File: config.mk
export PLATFORM = sky130hd
export DESIGN_NAME = rbsi_merge
export DESIGN_NICKNAME = d
export VERILOG_FILES = /design/src/design/rbsi_merge.sv
export SDC_FILE = /design/constraint.sdc
export NUM_CORES = 1
export LEC_CHECK = 0
export ABC_AREA = 1
export BUFFER_PORTS_ARGS = -buffer_cell sky130_fd_sc_hd__buf_2
export CAP_MARGIN = 25
export CORE_MARGIN = 2
export CORE_UTILIZATION = 43
export DETAILED_ROUTE_END_ITERATION = 10
export PLACE_DENSITY = 0.67
export SYNTH_ARGS = -nofsm -noshare
export SYNTH_HDL_FRONTEND = slang
export SYNTH_SLANG_ARGS = --single-unit
File: constraint.sdc
create_clock -name i_clk -period 3.9 [get_ports i_clk]
set_input_delay 1.17 -clock i_clk [delete_from_list [all_inputs] [get_ports i_clk]]
set_output_delay 1.17 -clock i_clk [all_outputs]
set_load 0.005 [all_outputs]
File: src/design/rbsi_merge.sv
// rbsi_merge: combines the three axis intervals with early rejection, then tests the ray range.
// Three register stages. No package use.
`default_nettype none

module rbsi_merge #(
    parameter int COORD_WIDTH = 32
) (
    input  logic                          i_clk,
    input  logic                          i_en,
    input  logic signed [COORD_WIDTH-1:0] i_near_x,
    input  logic signed [COORD_WIDTH-1:0] i_far_x,
    input  logic signed [COORD_WIDTH-1:0] i_near_y,
    input  logic signed [COORD_WIDTH-1:0] i_far_y,
    input  logic signed [COORD_WIDTH-1:0] i_near_z,
    input  logic signed [COORD_WIDTH-1:0] i_far_z,
    input  logic signed [COORD_WIDTH-1:0] i_dist_min,
    input  logic signed [COORD_WIDTH-1:0] i_dist_max,
    output logic                          o_hit,
    output logic signed [COORD_WIDTH-1:0] o_entry,
    output logic signed [COORD_WIDTH-1:0] o_exit
);

    localparam int CW = COORD_WIDTH;
    localparam logic signed [CW-1:0] MAX_POS = {1'b0, {(CW-1){1'b1}}};
    localparam logic signed [CW-1:0] MIN_NEG = {1'b1, {(CW-1){1'b0}}};

    // stage 1: x/y
    logic                 r_rej1;
    logic signed [CW-1:0] r_ent1, r_ext1, r_nz1, r_fz1;
    // stage 2: z
    logic                 r_rej2;
    logic signed [CW-1:0] r_ent2, r_ext2;
    // stage 3: ray range and miss encoding
    logic                 r_hit;
    logic signed [CW-1:0] r_entry, r_exit;
    logic                 w_hit;

    assign w_hit = !r_rej2 && (r_ent2 < i_dist_max) && (i_dist_min < r_ext2);

    always_ff @(posedge i_clk) begin
        if (i_en) begin
            r_rej1 <= (i_far_y < i_near_x) || (i_far_x < i_near_y);
            r_ent1 <= (i_near_x < i_near_y) ? i_near_y : i_near_x;
            r_ext1 <= (i_far_y < i_far_x) ? i_far_y : i_far_x;
            r_nz1  <= i_near_z;
            r_fz1  <= i_far_z;

            r_rej2 <= r_rej1 || (r_fz1 < r_ent1) || (r_ext1 < r_nz1);
            r_ent2 <= (r_ent1 < r_nz1) ? r_nz1 : r_ent1;
            r_ext2 <= (r_fz1 < r_ext1) ? r_fz1 : r_ext1;

            r_hit   <= w_hit;
            r_entry <= w_hit ? r_ent2 : MAX_POS;
            r_exit  <= w_hit ? r_ext2 : MIN_NEG;
        end
    end

    assign o_hit   = r_hit;
    assign o_entry = r_entry;
    assign o_exit  = r_exit;

endmodule

`default_nettype wire

# Word level (Yosys, flattened, before mapping)
# Cells that the tools add are included.
[word_totals] wordCells=31 inputBits=258 output_inout_bits=65 ff_bits=259
[classes] reduce_logical=6 muxes=4 order_cmp=10
[op_table] cell="32-bit less-than comparator" count=10
[op_table] cell="32-bit 2-to-1 mux" count=4
[op_table] cell="1-bit logical OR" count=3
[op_table] cell="1-bit logical AND" count=2
[op_table] cell="1-bit logical NOT" count=1

# Depth between registers and ports, before layout
[depth] word_depth=3 mapped_depth=17 mapped_depth_nobuf=16

# Worst setup path before layout
# OpenSTA, ideal clock, no wires.
[synth_path] kind="input to register" start="input i_dist_max[5]" end="register r_entry[10] (netlist: o_entry[10]), data pin" required_ns=3.645 stages=15 setup_ns=0.255 path_buffers=1 setup_slack_ns=1.078 arrival_time_ns=2.568 cell_sequence="inv_1 -> ha_1 -> a21oi_1 -> nor2_1 -> nor3_1 -> nand2_1 -> nand2_1 -> nand2_1 -> nand2_1 -> nand2_1 -> nand2_1 -> nand3_2 -> nor2_4 -> buf_4 -> nand2_1"
[synth_between] elab_chain_len=3
[synth_lines] item="start: declaration" line="17" text="input logic signed [COORD_WIDTH-1:0] i_dist_max,"
[synth_lines] item="32-bit less-than comparator" line="38" text="assign w_hit = !r_rej2 && (r_ent2 < i_dist_max) && (i_dist_min < r_ext2);"
[synth_lines] item="1-bit logical AND (2 in a row)" line="38"
[synth_lines] item="end signal: assignment" line="53" text="r_entry <= w_hit ? r_ent2 : MAX_POS;"
[synth_lines] item="end: declaration" line="35" text="logic signed [CW-1:0] r_entry, r_exit;"
# Every way passes these cells.
# A chain may end at the register's enable or synchronous reset.

# Final worst setup path
[layout_path] start="input i_near_y[31]" end="register r_ent1[8], data pin"
[layout_between] elab_chain_len=2
[layout_lines] item="start: declaration" line="12" text="input logic signed [COORD_WIDTH-1:0] i_near_y,"
[layout_lines] item="32-bit less-than comparator" line="43" text="r_ent1 <= (i_near_x < i_near_y) ? i_near_y : i_near_x;"
[layout_lines] item="32-bit 2-to-1 mux" line="43"
[layout_lines] item="end signal: assignment" line="43"
[layout_lines] item="end: declaration" line="29" text="logic signed [CW-1:0] r_ent1, r_ext1, r_nz1, r_fz1;"
# Every way passes these cells.

==> metrics.md <==
| Metric | Value |
|---|---|
| Tmin final | 2.919 ns |
| Share of cells above drive strength 1 | 16.38% |
| Clock sinks | 259 |
| Netlist cell types | 29 |
| Total Wirelength | 48700 um |
| Fmax | 342.6 MHz |
| LEAKAGE | 10.71 nW |
| Initial Utilization | 43.71% |
| Synth Cell Area | 17890 um^2 |
| Setup TNS | 0 ns |
| Clock tree from TritonCTS | done |
| Rows | 74 |
| Num ports | 323 |
| DRC | 0 |
| Vias in the first global route | 14780 |
| Seq cells post-synth | 259 |
| Status | finished clean |
| Worst Setup Slack, final | 0.9808 ns |
| Buffers added on ports | 322 |
| Crit path required time | 4.19 ns |
| Fin nets | 2897 |
| Total number of yosys warnings | 0 |
| Syn Nets | 2573 |
| Hpwl dp | 40230 um |
| Actual slew at the worst max-slew pin | 1.012 ns |
| Register area share after synthesis | 43.48% |
| Initial antenna violation count | 2 |
| Hold_buf cts | 0 |
| GP Congestion | 0.8971 |
| Reg clk slew, reported paths | 0.06 ns |
| Die ar. | 43250 um^2 |
| CTS-repair resized insts | 0 |
| Final worst path period share | 74.85% |
| Total number of vias | 14580 |
| Global-route wire length before repair | 77250 um |
| Worst Skew | 0.01462 ns |
| HP Class | flop to flop |
| Startpoint Class | input port |
| Drt via density | 5.057 |
| Slew HR | 32.35% |
| Largest net degree at the start of global routing | 78 |
| DRT Pass-1 Iters | 5 |
| Drt wl/cell | 16.89 um |
| Fin. max-slew vios | 0 |
| DIE HEIGHT | 208.0 um |
| Most frequent cells in the layout | nand2_1, inv_1, buf_2 |
| Largest cells by area after synthesis | edfxtp_1, ha_1, nand2_1 |
| Cell taking the most area after synthesis | edfxtp_1 |
| Most common cell after layout, fill and taps aside | nand2_1 |
| Remaining antenna violation count | 0 |
| Crit path kind | input port to flop |
| Pwr/cell area | 421.5 nW/um^2 |
| Area grow syn2layout | 16.99% |
| TritonCTS buffer count | 28 |
| Maxcap violations | 0 |
| DRT iter0 DRCs | 887 |
| Worst vdd ir | 356.2 uV |
| Die width | 208.0 um |
| GRT Util Overall | 22.28% |
| Avg Inst Size Synth | 8.921 um^2 |
| Skew-Pair Late Insertion Delay | 0.55 ns |
| Final Hold Viols | 0 |
| Final setup vio count | 0 |
| Crit path max fanout | 32 |
| Setup Slack @ Placement | 0.4176 ns |
| H-tree Lvls | 1 |
| CP Capture Type | flop |
| Remaining global-route overflow | 0 |
| Postcts setup bufs | 0 |
| Cells after DPL | 2831 |
| Crit path arrival time | 3.21 ns |
| CTS root buf | clkbuf_16 |
| Clock buffer depth | 3 |
| RSZ-0062 raised after global routing | no |
| Final non-filler cell total | 2884 |
| Post-Syn Instances | 2005 |
| Share of the synthesized area in the top cell type | 43.48% |
| Core footprint | 40920 um^2 |
==> cells in the mapped netlist <==
library cell and number:
nand2_1 525, inv_1 341, ha_1 310, edfxtp_1 259, a21oi_1 154, nand3_1 150, nor2_1 60, nor3_1 42
o21ai_0 38, buf_2 27, nand4_1 26, o211ai_1 10, nand3b_1 9, o21a_1 9, buf_4 8, a211oi_1 7
clkbuf_1 6, nor4_1 5, o21ai_1 4, buf_6 3, nand3_2 3, nand2_2 2, a31oi_1 1, buf_1 1
nand2_4 1, nor2_4 1, nor4_2 1, nor4b_1 1, o221ai_1 1
==> stage by stage <==
step	utilization [%]	power (mW)	cell area (um^2)	hold WS, ns
final	51.13	8.821	20930	0.5369
after global routing	51.13	9.419	20930	0.5749
after CTS	51.12	8.888	20920	0.5360
after detailed placement	49.05	6.370	20070	0.5272
after global placement	49.05	6.249	20070	0.5192
after floorplan	-	5.429	17890	0.4912
==> worst max-delay path: stages <==
cell,delay [ns]
buf_2,0.09
inv_1,0.06
ha_1,0.35
nand2_1,0.10
nor2_1,0.14
nand4_1,0.20
nor4_1,0.25
nand2_1,0.15
nand3_2,0.21
nand2_4,0.25
nand2_1,0.15
nand2_1,0.07
==> path summary, 6_finish.rpt <==
check	start	endpoint	slack, ns	depth (start not counted)
worst min-delay path	r_ent2[24]	o_entry[24]	0.54	2
worst max register to register	r_ent1[1]	r_ent2[9]	1.03	17
worst min register to register	r_ent2[24]	o_entry[24]	0.54	2
worst max-delay path	i_near_y[31]	r_ent1[8]	0.98	12
==> cell families after synthesis <==
family / after synthesis / synth area share [%]
AND/OR/NAND/NOR: 826 / 19.59
buffers and inverters: 386 / 8.583
adder cells (fa/ha/maj): 310 / 21.68
flip-flops: 259 / 43.48
AO/OA/AOI/OAI: 224 / 6.659
==> report_power, final <==
| group | internal, mW | switching [mW] |
|---|---|---|
| Combinational | 0.929 | 1.58 |
| Sequential | 3.55 | 0.261 |
| Clock | 1.41 | 1.08 |
==> final cells by class <==
type / count / area (um^2)
repair buffers: 339 / 1774
inverters: 341 / 1280
well taps: 532 / 665.6
multi-input cells: 1360 / 8574
fillers: 3831 / 20000
clock inverters: 17 / 105.1
flip-flops and latches: 259 / 7777
diodes: 2 / 5.005
clock buffers: 34 / 744.5
==> layer usage <==
layer  part of all wire (%)  vias to the layer above  GRT usage (%)
met2                     45                      425          36.10
met1                     47                     6669          31.75
met4                    2.2                        0          6.285
met3                    5.4                       68          2.279
met5                      0                        -              0
li1                       -                     7422              -
==> registers in the layout, summed over array words and instances, names as in the netlist <==
signal	cells
r_ent1	32
r_ent2	32
r_fz1	32
r_ext1	32
r_rej1	1
o_hit	1
r_rej2	1
o_entry	32
r_nz1	32
r_ext2	32
o_exit	32
Power figures use the tool's default switching activity.
